===== src/rtl/core/sfps_pkg.sv =====
package sfps_pkg;

    localparam int MAX_FLAPS = 64;

    localparam int FLAP_W  = 6;
    localparam int COUNT_W = 7;
    localparam int STEP_W  = 16;
    localparam int NUDGE_W = 8;
    localparam int ADJ_W   = 17;
    localparam int BASE_W  = ADJ_W + 2;

    localparam int CFG_IDX_W  = 2;
    localparam int CFG_DATA_W = 16;

    localparam logic [CFG_IDX_W-1:0] CFG_FLAP_COUNT    = 2'd0;
    localparam logic [CFG_IDX_W-1:0] CFG_STEPS_PER_REV = 2'd1;
    localparam logic [CFG_IDX_W-1:0] CFG_ADJUST_STEP   = 2'd2;
    localparam logic [CFG_IDX_W-1:0] CFG_DEFAULT_STEPS = 2'd3;

    localparam logic [NUDGE_W-1:0] ADJUST_STEP_RST   = 8'd10;
    localparam logic [STEP_W-1:0]  DEFAULT_STEPS_RST = 16'd2048;

    typedef enum logic [2:0] {
        OP_SHOW      = 3'd0,
        OP_NEXT      = 3'd1,
        OP_PREV      = 3'd2,
        OP_NUDGE_FWD = 3'd3,
        OP_NUDGE_BCK = 3'd4,
        OP_COMMIT    = 3'd5,
        OP_CALIBRATE = 3'd6,
        OP_LOAD      = 3'd7
    } opcode_t;

    typedef enum logic [1:0] {
        CMD_NONE      = 2'd0,
        CMD_MOVE      = 2'd1,
        CMD_STORE_OFS = 2'd2,
        CMD_CALIBRATE = 2'd3
    } command_t;

    // Result of the steps-per-flap division handed from the divider to the table fill.
    typedef struct packed {
        logic                  done;
        logic [STEP_W-1:0]     quotient;
        logic [COUNT_W-1:0]    remainder;
    } div_result_t;

endpackage


===== src/rtl/core/sfps_divider.sv =====
module sfps_divider (
    input  logic                      aclk,
    input  logic                      aresetn,
    input  logic                      start,
    input  logic [sfps_pkg::STEP_W-1:0]  dividend,
    input  logic [sfps_pkg::COUNT_W-1:0] divisor,
    output sfps_pkg::div_result_t     result
);
    import sfps_pkg::*;

    localparam int CNT_W = $clog2(STEP_W);

    logic                busy_reg, busy_next;
    logic                done_reg, done_next;
    logic [CNT_W-1:0]    cnt_reg, cnt_next;
    logic [STEP_W-1:0]   quo_reg, quo_next;
    logic [COUNT_W-1:0]  rem_reg, rem_next;
    logic [COUNT_W:0]    partial;
    logic                fits;

    // Restoring division, one quotient bit per cycle.
    assign partial = {rem_reg, quo_reg[STEP_W-1]};
    assign fits    = partial >= {1'b0, divisor};

    always_comb begin
        busy_next = busy_reg;
        done_next = 1'b0;
        cnt_next  = cnt_reg;
        quo_next  = quo_reg;
        rem_next  = rem_reg;
        if (start) begin
            busy_next = 1'b1;
            cnt_next  = '0;
            quo_next  = dividend;
            rem_next  = '0;
        end else if (busy_reg) begin
            quo_next = {quo_reg[STEP_W-2:0], fits};
            rem_next = fits ? COUNT_W'(partial - {1'b0, divisor}) : partial[COUNT_W-1:0];
            cnt_next = cnt_reg + 1'b1;
            if (cnt_reg == CNT_W'(STEP_W - 1)) begin
                busy_next = 1'b0;
                done_next = 1'b1;
            end
        end
    end

    always_ff @(posedge aclk) begin
        if (!aresetn) begin
            busy_reg <= 1'b0;
            done_reg <= 1'b0;
            cnt_reg  <= '0;
        end else begin
            busy_reg <= busy_next;
            done_reg <= done_next;
            cnt_reg  <= cnt_next;
        end
        quo_reg <= quo_next;
        rem_reg <= rem_next;
    end

    assign result.done      = done_reg;
    assign result.quotient  = quo_reg;
    assign result.remainder = rem_reg;

endmodule


===== src/rtl/core/split_flap_position_stepper_core.sv =====
// An accepted item passes through ST_RD_S, ST_RD_T and ST_CALC; ST_CALC holds while a result is unaccepted.
// A new item is accepted only in ST_IDLE, after the previous one is through its two flap start table reads.
// A write to flap_count or steps_per_rev rebuilds the table through ST_DINIT, ST_DIV
// (the bit-serial divider) and ST_FILL; no item is accepted meanwhile.
// Reset is synchronous: configuration registers go to their defaults and the flap state clears;
// the table is left unfilled, which is harmless while flap_count is zero.
module split_flap_position_stepper_core (
    input  logic        aclk,
    input  logic        aresetn,
    // Configuration write channel.
    input  logic        cfg_valid,
    output logic        cfg_ready,
    input  logic [sfps_pkg::CFG_IDX_W-1:0]  cfg_index,
    input  logic [sfps_pkg::CFG_DATA_W-1:0] cfg_data,
    // Input items.
    input  logic        s_tvalid,
    output logic        s_tready,
    input  logic [23:0] s_tdata,   // target_flap[5:0], offset_value[21:6], slave_ready[22], zero
    input  logic [2:0]  s_tuser,   // opcode
    // Result items.
    output logic        m_tvalid,
    input  logic        m_tready,
    // command_value[15:0], current_flap[21:16], pending_adjust[38:22], stored_offset[54:39], zero
    output logic [55:0] m_tdata,
    output logic [1:0]  m_tuser    // command
);
    import sfps_pkg::*;

    typedef enum logic [2:0] {
        ST_IDLE,
        ST_DINIT,
        ST_DIV,
        ST_FILL,
        ST_RD_S,
        ST_RD_T,
        ST_CALC
    } state_t;

    state_t state_reg;

    // Configuration registers.
    logic [COUNT_W-1:0] flap_count_reg;
    logic [STEP_W-1:0]  steps_per_rev_reg;
    logic [NUDGE_W-1:0] adjust_step_reg;
    logic [STEP_W-1:0]  default_steps_reg;

    // Drum state.
    logic [FLAP_W-1:0]  cur_flap_reg, cur_flap_next;
    logic [ADJ_W-1:0]   adjust_reg, adjust_next;
    logic [STEP_W-1:0]  offset_reg, offset_next;

    // Latched item.
    opcode_t            op_reg;
    logic [FLAP_W-1:0]  tgt_reg;
    logic [STEP_W-1:0]  oval_reg;
    logic               ready_reg;

    // Table fill.
    logic [COUNT_W-1:0] fill_idx_reg;
    logic [STEP_W-1:0]  fill_acc_reg;
    logic [COUNT_W-1:0] fill_rem_reg;
    logic [COUNT_W:0]   fill_sum;
    logic               fill_carry;

    // Flap start table: entry i holds floor(i*S/F).
    logic [STEP_W-1:0]  table_mem [MAX_FLAPS];
    logic [STEP_W-1:0]  rd_data_reg;
    logic [FLAP_W-1:0]  rd_addr;
    logic               wr_en;
    logic [STEP_W-1:0]  start_s_reg;

    logic               div_start;
    div_result_t        div_res;

    // Output register.
    logic               m_valid_reg;
    command_t           cmd_reg, cmd_next;
    logic [STEP_W-1:0]  val_reg, val_next;

    logic [COUNT_W-1:0] eff_flaps;
    logic [FLAP_W-1:0]  s_idx, t_idx;
    logic [COUNT_W-1:0] c_plus;
    logic               move_ok;
    logic [STEP_W-1:0]  fwd_steps;
    logic signed [BASE_W-1:0] base, s_ext, a_ext;
    logic [STEP_W-1:0]  committed;
    logic               rebuild;

    sfps_divider u_divider (
        .aclk     (aclk),
        .aresetn  (aresetn),
        .start    (div_start),
        .dividend (steps_per_rev_reg),
        .divisor  (eff_flaps),
        .result   (div_res)
    );

    assign cfg_ready = 1'b1;
    assign s_tready  = (state_reg == ST_IDLE);
    assign div_start = (state_reg == ST_DINIT);
    assign rebuild   = cfg_valid && (cfg_index == CFG_FLAP_COUNT ||
                                     cfg_index == CFG_STEPS_PER_REV);

    assign eff_flaps = (flap_count_reg > COUNT_W'(MAX_FLAPS)) ? COUNT_W'(MAX_FLAPS)
                                                              : flap_count_reg;

    // Next start is the previous one plus S/F, with the remainder carried over.
    assign fill_sum   = {1'b0, fill_rem_reg} + {1'b0, div_res.remainder};
    assign fill_carry = fill_sum >= {1'b0, eff_flaps};
    assign wr_en      = (state_reg == ST_FILL) && (fill_idx_reg != eff_flaps);

    // A flap index past a lowered flap count reads as flap 0.
    always_comb begin
        s_idx  = ({1'b0, cur_flap_reg} < eff_flaps) ? cur_flap_reg : '0;
        c_plus = {1'b0, s_idx} + 1'b1;
        t_idx  = tgt_reg;
        unique case (op_reg)
            OP_NEXT: t_idx = (c_plus >= eff_flaps) ? '0 : c_plus[FLAP_W-1:0];
            OP_PREV: t_idx = (s_idx == '0) ? FLAP_W'(eff_flaps - 1'b1) : s_idx - 1'b1;
            default: t_idx = tgt_reg;
        endcase
    end

    assign rd_addr = (state_reg == ST_RD_S) ? s_idx : t_idx;

    always_ff @(posedge aclk) begin
        if (wr_en) begin
            table_mem[fill_idx_reg[FLAP_W-1:0]] <= fill_acc_reg;
        end
        rd_data_reg <= table_mem[rd_addr];
    end

    // Item evaluation; rd_data_reg holds the start of the target flap in ST_CALC.
    always_comb begin
        move_ok = 1'b0;
        unique case (op_reg)
            OP_SHOW:          move_ok = (eff_flaps != '0) && ({1'b0, tgt_reg} < eff_flaps);
            OP_NEXT, OP_PREV: move_ok = (eff_flaps != '0);
            default:          move_ok = 1'b0;
        endcase

        fwd_steps = (t_idx >= s_idx) ? rd_data_reg - start_s_reg
                                     : steps_per_rev_reg - start_s_reg + rd_data_reg;

        base  = $signed({{(BASE_W-STEP_W){1'b0}}, offset_reg})
              + $signed({{(BASE_W-ADJ_W){adjust_reg[ADJ_W-1]}}, adjust_reg});
        s_ext = $signed({{(BASE_W-STEP_W){1'b0}}, steps_per_rev_reg});
        a_ext = $signed({{(BASE_W-NUDGE_W){1'b0}}, adjust_step_reg});

        committed = (base >= 0 && base <= s_ext) ? base[STEP_W-1:0] : offset_reg;
        if (committed > steps_per_rev_reg) begin
            committed = '0;
        end

        cmd_next      = CMD_NONE;
        val_next      = '0;
        cur_flap_next = cur_flap_reg;
        adjust_next   = adjust_reg;
        offset_next   = offset_reg;
        unique case (op_reg)
            OP_SHOW, OP_NEXT, OP_PREV: begin
                if (move_ok && fwd_steps != '0 && ready_reg) begin
                    cmd_next      = CMD_MOVE;
                    val_next      = fwd_steps;
                    cur_flap_next = t_idx;
                end
            end
            OP_NUDGE_FWD: begin
                if (ready_reg && adjust_step_reg != '0 && base + a_ext <= s_ext) begin
                    adjust_next = adjust_reg + {{(ADJ_W-NUDGE_W){1'b0}}, adjust_step_reg};
                    cmd_next    = CMD_MOVE;
                    val_next    = {{(STEP_W-NUDGE_W){1'b0}}, adjust_step_reg};
                end
            end
            OP_NUDGE_BCK: begin
                if (adjust_step_reg != '0 && base - a_ext >= 0) begin
                    adjust_next = adjust_reg - {{(ADJ_W-NUDGE_W){1'b0}}, adjust_step_reg};
                end
            end
            OP_COMMIT: begin
                offset_next = committed;
                adjust_next = '0;
                if (ready_reg) begin
                    cmd_next = CMD_STORE_OFS;
                    val_next = committed;
                end
            end
            OP_CALIBRATE: begin
                if (ready_reg) begin
                    cmd_next      = CMD_CALIBRATE;
                    val_next      = (steps_per_rev_reg != '0) ? steps_per_rev_reg
                                                              : default_steps_reg;
                    cur_flap_next = '0;
                end
            end
            OP_LOAD: begin
                offset_next = oval_reg;
            end
            default: begin
                offset_next = offset_reg;
            end
        endcase
    end

    always_ff @(posedge aclk) begin
        if (!aresetn) begin
            state_reg         <= ST_IDLE;
            flap_count_reg    <= '0;
            steps_per_rev_reg <= '0;
            adjust_step_reg   <= ADJUST_STEP_RST;
            default_steps_reg <= DEFAULT_STEPS_RST;
            cur_flap_reg      <= '0;
            adjust_reg        <= '0;
            offset_reg        <= '0;
            m_valid_reg       <= 1'b0;
        end else begin
            if (m_valid_reg && m_tready) begin
                m_valid_reg <= 1'b0;
            end

            if (cfg_valid) begin
                unique case (cfg_index)
                    CFG_FLAP_COUNT:    flap_count_reg    <= cfg_data[COUNT_W-1:0];
                    CFG_STEPS_PER_REV: steps_per_rev_reg <= cfg_data[STEP_W-1:0];
                    CFG_ADJUST_STEP:   adjust_step_reg   <= cfg_data[NUDGE_W-1:0];
                    CFG_DEFAULT_STEPS: default_steps_reg <= cfg_data[STEP_W-1:0];
                    default:           adjust_step_reg   <= adjust_step_reg;
                endcase
            end

            if (rebuild) begin
                state_reg <= ST_DINIT;
            end else begin
                unique case (state_reg)
                    ST_IDLE: begin
                        if (s_tvalid) begin
                            op_reg    <= opcode_t'(s_tuser);
                            tgt_reg   <= s_tdata[5:0];
                            oval_reg  <= s_tdata[21:6];
                            ready_reg <= s_tdata[22];
                            state_reg <= ST_RD_S;
                        end
                    end
                    ST_DINIT: begin
                        state_reg <= ST_DIV;
                    end
                    ST_DIV: begin
                        if (div_res.done) begin
                            fill_idx_reg <= '0;
                            fill_acc_reg <= '0;
                            fill_rem_reg <= '0;
                            state_reg    <= ST_FILL;
                        end
                    end
                    ST_FILL: begin
                        if (fill_idx_reg == eff_flaps) begin
                            state_reg <= ST_IDLE;
                        end else begin
                            fill_idx_reg <= fill_idx_reg + 1'b1;
                            fill_acc_reg <= fill_acc_reg + div_res.quotient
                                          + {{(STEP_W-1){1'b0}}, fill_carry};
                            fill_rem_reg <= fill_carry ? COUNT_W'(fill_sum - {1'b0, eff_flaps})
                                                       : fill_sum[COUNT_W-1:0];
                        end
                    end
                    ST_RD_S: begin
                        state_reg <= ST_RD_T;
                    end
                    ST_RD_T: begin
                        start_s_reg <= rd_data_reg;
                        state_reg   <= ST_CALC;
                    end
                    ST_CALC: begin
                        if (!m_valid_reg || m_tready) begin
                            cmd_reg      <= cmd_next;
                            val_reg      <= val_next;
                            cur_flap_reg <= cur_flap_next;
                            adjust_reg   <= adjust_next;
                            offset_reg   <= offset_next;
                            m_valid_reg  <= 1'b1;
                            state_reg    <= ST_IDLE;
                        end
                    end
                    default: begin
                        state_reg <= ST_IDLE;
                    end
                endcase
            end
        end
    end

    assign m_tvalid = m_valid_reg;
    assign m_tuser  = cmd_reg;
    assign m_tdata  = {1'b0, offset_reg, adjust_reg, cur_flap_reg, val_reg};

endmodule

===== config.mk =====
export PLATFORM = sky130hd
export DESIGN_NAME = split_flap_position_stepper_core
export DESIGN_NICKNAME = d
export VERILOG_FILES = /design/src/rtl/core/sfps_pkg.sv /design/src/rtl/core/sfps_divider.sv /design/src/rtl/core/split_flap_position_stepper_core.sv
export SDC_FILE = /design/constraint.sdc
export NUM_CORES = 2
export LEC_CHECK = 0
export BUFFER_PORTS_ARGS = -buffer_cell sky130_fd_sc_hd__buf_2
export CORE_MARGIN = 2
export CORE_UTILIZATION = 35
export CTS_BUF_LIST = sky130_fd_sc_hd__clkbuf_2
export DETAILED_ROUTE_END_ITERATION = 16
export PLACE_DENSITY_LB_ADDON = 0.15
export RECOVER_POWER = 25
export SYNTH_ARGS = -nofsm -noshare
export SYNTH_HDL_FRONTEND = slang
export SYNTH_SLANG_ARGS = --single-unit
export TNS_END_PERCENT = 20

===== constraint.sdc =====
create_clock -name aclk -period 7.4 [get_ports aclk]
set_input_delay 1.11 -clock aclk [delete_from_list [all_inputs] [get_ports aclk]]
set_output_delay 1.11 -clock aclk [all_outputs]
set_load 0.01 [all_outputs]

# Word level (Yosys, flattened, before mapping)
# Memory sizes are Yosys's and may differ from the RTL's. A register that Yosys moved wholly into a read port is not among the register bits.
# Cells that the tools add are included.
[totals] regBits=209 ramBits=1024 input_bits=50 output_inout_bits=61 elab_cells=191 n_memories=1
[memory_table] memory="table_mem" depth=64 word_bits=16 rd=1 rd_ports_with_merged_regs=1 write_ports=1 line_no="split_flap_position_stepper_core.sv:66" text="logic [STEP_W-1:0] table_mem [MAX_FLAPS];"
[classes] n_addsub=18 order_cmp=12 n_eq_ne=32 mux=56 n_bitwise=3 reduce_logical=44
[ops] cell="16-bit two-way mux" count=11
[ops] cell="16-bit case mux with 2 select lines" count=2
[ops] cell="16-bit case mux with 4 select lines" count=1
[ops] cell="17-bit case mux with 3 select lines" count=1
[ops] cell="7-bit two-way mux" count=6
[ops] cell="6-bit two-way mux" count=6
[ops] cell="17-bit two-way mux" count=2
[ops] cell="16-bit adder" count=2
[ops] cell="16-bit nonzero test" count=2
[ops] cell="16-bit subtractor" count=2
[ops] cell="7-bit case mux with 2 select lines" count=2
[ops] cell="6-bit case mux with 2 select lines" count=2
[ops] cell="3-bit == test (second input constant)" count=7
[ops] cell="3-bit case mux with 7 select lines" count=1
[ops] cell="4-bit AND reduction" count=5
[ops] cell="18-bit by 9-bit adder with 19-bit output" count=1
[ops] cell="19-bit by 1-bit >= comparator with 1-bit output (second input constant)" count=1
[ops] cell="19-bit by 17-bit <= comparator with 1-bit output" count=1
[ops] cell="18-bit by 9-bit subtractor with 19-bit output" count=1
[ops] cell="17-bit by 17-bit adder with 18-bit output" count=1
[ops] cell="18-bit by 1-bit >= comparator with 1-bit output (second input constant)" count=1
[ops] cell="18-bit by 17-bit <= comparator with 1-bit output" count=1
[ops] cell="17-bit by 8-bit adder with 17-bit output" count=1
[ops] cell="17-bit by 8-bit subtractor with 17-bit output" count=1
[ops] cell="47 further kinds" count=104

# Depth between registers and ports, before layout
[depth] word_depth=15 mapped_depth=35 mapped_depth_nobuf=32

# Cells and area by module
# A second synthesis with hierarchy kept.
[unflattened] hier_cells=3708 hier_area_um2=56897.1
[by_module_without_submodules] mod="split_flap_position_stepper_core" instances=1 cells_each=3547 area_each_um2=55170.4 seq_area_each_um2=35574.1
[by_module_without_submodules] mod="sfps_divider" instances=1 cells_each=161 area_each_um2=1726.7 seq_area_each_um2=740.7

# Least setup slack after synthesis
# No wires, ideal clock.
[synth_path] kind="reg-to-reg" from="register flap_count_reg[6]" to="register cur_flap_reg[5]" setup_time_ns=0.117 arrival_time_ns=6.671 required_ns=7.283 setup_slack_ns=0.612 stages_incl_launch_ff=36 path_buffers=4 synth_period_minus_slack_ns=6.788 path_cell_list="dfxtp_1 -> clkbuf_1 -> nor2b_1 -> inv_1 -> ha_1 -> a21oi_1 -> o21ai_2 -> a21oi_2 -> nand2_1 -> inv_2 -> ha_1 -> nand3_1 -> xnor2_1 -> nor2_1 -> ha_1 -> a21oi_1 -> o211ai_1 -> a21oi_2 -> a211oi_1 -> a21oi_1 -> nor2_1 -> ha_1 -> nand2b_1 -> a2111o_1 -> a31o_2 -> a21oi_4 -> buf_4 -> a31oi_1 -> nor4_1 -> o2111ai_1 -> or4_1 -> clkbuf_1 -> nand2_1 -> buf_4 -> nand2_1 -> a32o_1"
[synth_via] elab_chain_cells=15 elab_cells_between_ends=25 cone_classes="add/sub (3); order compare (5); eq/ne (1); mux (9); reduce/logical (7)"
[synth_lines] item="from (decl)" line_no="split_flap_position_stepper_core.sv:42" text="logic [COUNT_W-1:0] flap_count_reg;"
[synth_lines] item="from (signal assigned)" line_no="split_flap_position_stepper_core.sv:223" text="CFG_FLAP_COUNT: flap_count_reg <= cfg_data[COUNT_W-1:0];"
[synth_lines] item="7-bit greater-than comparator" line_no="split_flap_position_stepper_core.sv:104" text="assign eff_flaps = (flap_count_reg > COUNT_W'(MAX_FLAPS)) ? COUNT_W'(MAX_FLAPS)"
[synth_lines] item="7-bit two-way mux (*)" line_no="split_flap_position_stepper_core.sv:104"
[synth_lines] item="6-bit by 7-bit less-than comparator with 1-bit output" line_no="split_flap_position_stepper_core.sv:114" text="s_idx = ({1'b0, cur_flap_reg} < eff_flaps) ? cur_flap_reg : '0;"
[synth_lines] item="6-bit two-way mux" line_no="split_flap_position_stepper_core.sv:114"
[synth_lines] item="6-bit by 1-bit adder with 7-bit output" line_no="split_flap_position_stepper_core.sv:115" text="c_plus = {1'b0, s_idx} + 1'b1;"
[synth_lines] item="7-bit >= comparator" line_no="split_flap_position_stepper_core.sv:118" text="OP_NEXT: t_idx = (c_plus >= eff_flaps) ? '0 : c_plus[FLAP_W-1:0];"
[synth_lines] item="6-bit two-way mux" line_no="split_flap_position_stepper_core.sv:118"
[synth_lines] item="6-bit case mux with 2 select lines" line_no="split_flap_position_stepper_core.sv:117" text="unique case (op_reg)"
[synth_lines] item="6-bit >= comparator" line_no="split_flap_position_stepper_core.sv:142" text="fwd_steps = (t_idx >= s_idx) ? rd_data_reg - start_s_reg"
[synth_lines] item="16-bit two-way mux" line_no="split_flap_position_stepper_core.sv:142"
[synth_lines] item="16-bit nonzero test" line_no="split_flap_position_stepper_core.sv:162" text="if (move_ok && fwd_steps != '0 && ready_reg) begin"
[synth_lines] item="1-bit logical AND (2 in series)" line_no="split_flap_position_stepper_core.sv:162"
[synth_lines] item="2-bit != test (no source line)"
[synth_lines] item="6-bit AND reduction (no source line)"
[synth_lines] item="to (signal assigned)" line_no="split_flap_position_stepper_core.sv:277" text="cur_flap_reg <= cur_flap_next;"
[synth_lines] item="to (decl)" line_no="split_flap_position_stepper_core.sv:48" text="logic [FLAP_W-1:0] cur_flap_reg, cur_flap_next;"
# Every way passes the cells marked *; elsewhere a longest branch is shown, timed or not. The select of a mux whose other input is x is not followed.
# A chain may end at the register's enable or synchronous reset.

# Worst setup path in the final report
[layout_path] from="register flap_count_reg[6]" to="register val_reg[6], data pin"
[layout_via] elab_chain_cells=15 elab_cells_between_ends=23 cone_classes="add/sub (3); order compare (5); mux (9); reduce/logical (6)"
[layout_lines] item="7-bit greater-than comparator" line_no="split_flap_position_stepper_core.sv:104"
[layout_lines] item="7-bit two-way mux (*)" line_no="split_flap_position_stepper_core.sv:104"
[layout_lines] item="6-bit by 7-bit less-than comparator with 1-bit output" line_no="split_flap_position_stepper_core.sv:114"
[layout_lines] item="6-bit two-way mux" line_no="split_flap_position_stepper_core.sv:114"
[layout_lines] item="6-bit by 1-bit adder with 7-bit output" line_no="split_flap_position_stepper_core.sv:115"
[layout_lines] item="7-bit >= comparator" line_no="split_flap_position_stepper_core.sv:118"
[layout_lines] item="6-bit two-way mux" line_no="split_flap_position_stepper_core.sv:118"
[layout_lines] item="6-bit case mux with 2 select lines" line_no="split_flap_position_stepper_core.sv:117"
[layout_lines] item="6-bit >= comparator" line_no="split_flap_position_stepper_core.sv:142"
[layout_lines] item="16-bit two-way mux" line_no="split_flap_position_stepper_core.sv:142"
[layout_lines] item="16-bit nonzero test" line_no="split_flap_position_stepper_core.sv:162"
[layout_lines] item="1-bit logical AND (2 in series)" line_no="split_flap_position_stepper_core.sv:162"
[layout_lines] item="16-bit two-way mux (*)" line_no="split_flap_position_stepper_core.sv:162"
[layout_lines] item="16-bit case mux with 4 select lines (*)" line_no="split_flap_position_stepper_core.sv:160" text="unique case (op_reg)"
[layout_lines] item="net val_next[6]" line_no="split_flap_position_stepper_core.sv:78" text="logic [STEP_W-1:0] val_reg, val_next;"
[layout_lines] item="to (signal assigned)" line_no="split_flap_position_stepper_core.sv:276" text="val_reg <= val_next;"
[layout_lines] item="to (decl)" line_no="split_flap_position_stepper_core.sv:78"
# Mark *: on every way through the listed nets, which the timed path passes. The rest lies on a longest branch.

==> results.md <==
- Die H: a little over 400 um
- Post-layout min period: roughly 7.0 ns
- Area Growth Syn to Fin: 13.6%
- Worst Skew: 0.251 ns
- CP max stage cell: or4_1
- Synth Flop Type: edfxtp_1
- Syn nets: 4662
- Fillers: 15541
- Synth top area cells: edfxtp_1, nand2_1, mux4_2
- Startpoint types: register
- Multi-input gate area: 19200 um2
- #FFs+latches synth: 1249
- # rows: approximately 150
- Setup tns final: 0 ns
- Final net count: 5212
- Reg area: 36300 um2
- Worst-Skew Late Latency: approximately 1.8 ns
- Cell variety after synth: 95
- Most frequent cell after synthesis: edfxtp_1
- Max_cap viols: 15
- Unrepaired setup endpoints after global routing: no
- Core outline area: 161000 um2
- TritonCTS clock tree: built
- CTS sink cnt: between 1000 and 1500
- Vias in the first global route: 37925
- Detailed Routing Iterations Pass 1: 5
- First-pass GRT wire length: roughly 260000 um
- Leak: 23.7 nW
- Die width: between 400 and 500 um
- Final hold vios: 0
- CP Capture Type: register
- Peak supply drop: 0.179 mV
- Post-Place Worst Slack: between 0.15 and 0.2 ns
- Root Buffer: clkbuf_2
- Critical path arrival: about 8.3 ns
- Synth async-reset ratio: 0%
- Die area: 166000 um2
- Fin worst setup slack: between 0.4 and 0.5 ns
- Path type of the worst setup path: reg2reg
- CTS clk-pin slew, worst paths: 0.09 ns
- Top cell type's share of synthesized area: 59.6%
- GP Congestion: 0.894
- Initial core utilization: 35.3%
- Relative slew margins: -156%
- IO Pins: around 110
- WP buf/inv: 5
- Total track usage: a little over a fifth
- Post-synthesis cell area: around 57000 um2
- Vias per std cell: 5.23
- Post-DRT Antenna Nets: 0
- Largest net degree at the start of global routing: 94
- Hold crit path type: in2reg
- Htree depth: 5
- HPWL Detailed: 115000 um
- Status: finished with violations
- Post-synth top cells: edfxtp_1, nand2_1, nor2_1
- Initial DRC Count: approximately 3400
- Worst Setup SP: flap_count_reg[6]
- Post-synth EDFFs: 1130
- Avg Cell Area, Syn: 12.9 um2
- CP required: 8.76 ns
- Worst slew pin tran: 3.84 ns
- Power Dens Cells: 238 nW/um2
- GRT Residual Overflow: 0
- Hold path start: s_tdata[10]
- Total Power: ~15 mW
- Count of pins over their slew limit: 983
- Failing checks: max-capacitance violations, max-slew violations
- Share of cells above drive strength 1: 19.7%
- Worst Path Max Fanout: 12
- Yosys Warn Count: 0
- Drt total wl: 177000 um
- Vias: 38298
- PortBufs: 107
- RR Startpoint: flap_count_reg[6]
- Synthesized instance count: 4396
- Wire per inst: 24.2 um
- F_max: 143 MHz
- Number of flip-flops in the largest register: 1024
- Fin crit share: approximately 94%
- Clock buffer count from CTS: around 350
- Crit-path max cell delay: around 0.49 ns
- Setup Viol. Count Final: 0
- Sequential share of the synthesized area: 63.8%
- Initial antenna violation count: 4
- Post-route DRC: 0
- Leading area contributor after synthesis: edfxtp_1
- Delay-heaviest family, CP: compound AO/OA/AOI/OAI gates
- Max Root-Sink Buffers: 4
[where the power goes]
part,leakage (nW),switching [mW],internal [mW]
Sequential,11.2,0.0926,7.68
Clock,2.24,2.86,1.89
Combinational,10.3,1.78,1.11
Total,23.7,4.73,10.7
[path summary, 6_finish.rpt]
path / end / slack, ns / depth (start not counted)
setup / recovery: val_reg[6] / 0.42 / 29
hold / removal: oval_reg[4] / 0.23 / 2
setup reg to reg: val_reg[6] / 0.42 / 29
hold reg to reg: default_steps_reg[13] / 0.47 / 2
[cells in the final DEF, fill, tap and decap left out, types with 118 or more instances in the layout]
cell type,synthesis,final
inv_1,157,156
nand2_1,733,732
dfxtp_1,119,118
edfxtp_1,1130,1130
mux4_2,118,118
buf_4,15,195
ha_1,191,190
nor2_1,269,264
a21oi_1,194,191
o21ai_0,133,133
nand3_1,224,224
clkbuf_2,0,504
[cell families after synthesis]
group	Yosys count	share of synthesized area (%)
AO/OA/AOI/OAI	720	8.27
AND/OR/NAND/NOR	1513	11.8
buffers and inverters	360	2.68
other	2	0.0132
XOR/XNOR	112	1.75
multiplexers	224	6.55
adder cells (fa/ha/maj)	216	5.08
flip-flops	1249	63.8
[worst register-to-register path: cells and delay by family (launching register included)]
kind | cells | cell delay [ns]
AOI/OAI and AO/OA | 12 | 2.57
and+or+nand+nor | 6 | 1.46
adders and majority gates | 4 | 1.16
buffers and inverters | 5 | 0.82
DFF | 1 | 0.37
xor gates and xnor gates | 1 | 0.22
muxes | 1 | 0.13
[what timing repair did]
item | in CTS | in global routing
gates resized for setup | 0 | 12
endpoints found under the setup margin | 0 | 37
hold buffers | 69 | 0
hold endpoints to repair | 87 | 0
setup buffers | 0 | 1
[per-stage QoR]
| step | util [%] | area [um2] | hold slack, ns | cells |
|---|---|---|---|---|
| 6_report | 40.2 | 64600 | 0.234 | 7325 |
| 5_1_grt | 40.2 | 64600 | 0.0235 | 7323 |
| 4_1_cts | 40.2 | 64600 | 0.00500 | 7314 |
| 3_5_place_dp | 38.0 | 61100 | 0.447 | 6685 |
| 3_3_place_gp | 38.0 | 61100 | 0.421 | 6685 |
| 2_1_floorplan | - | 56900 | 0.408 | 4396 |
[layer usage]
layer	share of wire [%]	GRT usage [%]	wire length, um	up-vias
li1	-	-	-	17699
met1	44	28.5	78700	19064
met2	47	33.9	83700	1250
met3	5.6	3.50	10000	283
met4	2.8	7.29	4980	2
met5	0.0073	0	13	-
[area by class of cell]
cell class	instances	share of cell area, %
Clock buffer	504	3.90
Antenna cell	10	0.0387
Clock inverter	56	0.461
Sequential cell	1249	56.2
Multi-Input combinational cell	2787	29.7
Timing Repair Buffer	399	4.64
Inverter	160	0.929
Tap cell	2160	4.18
(Power assumes the default switching activity.)
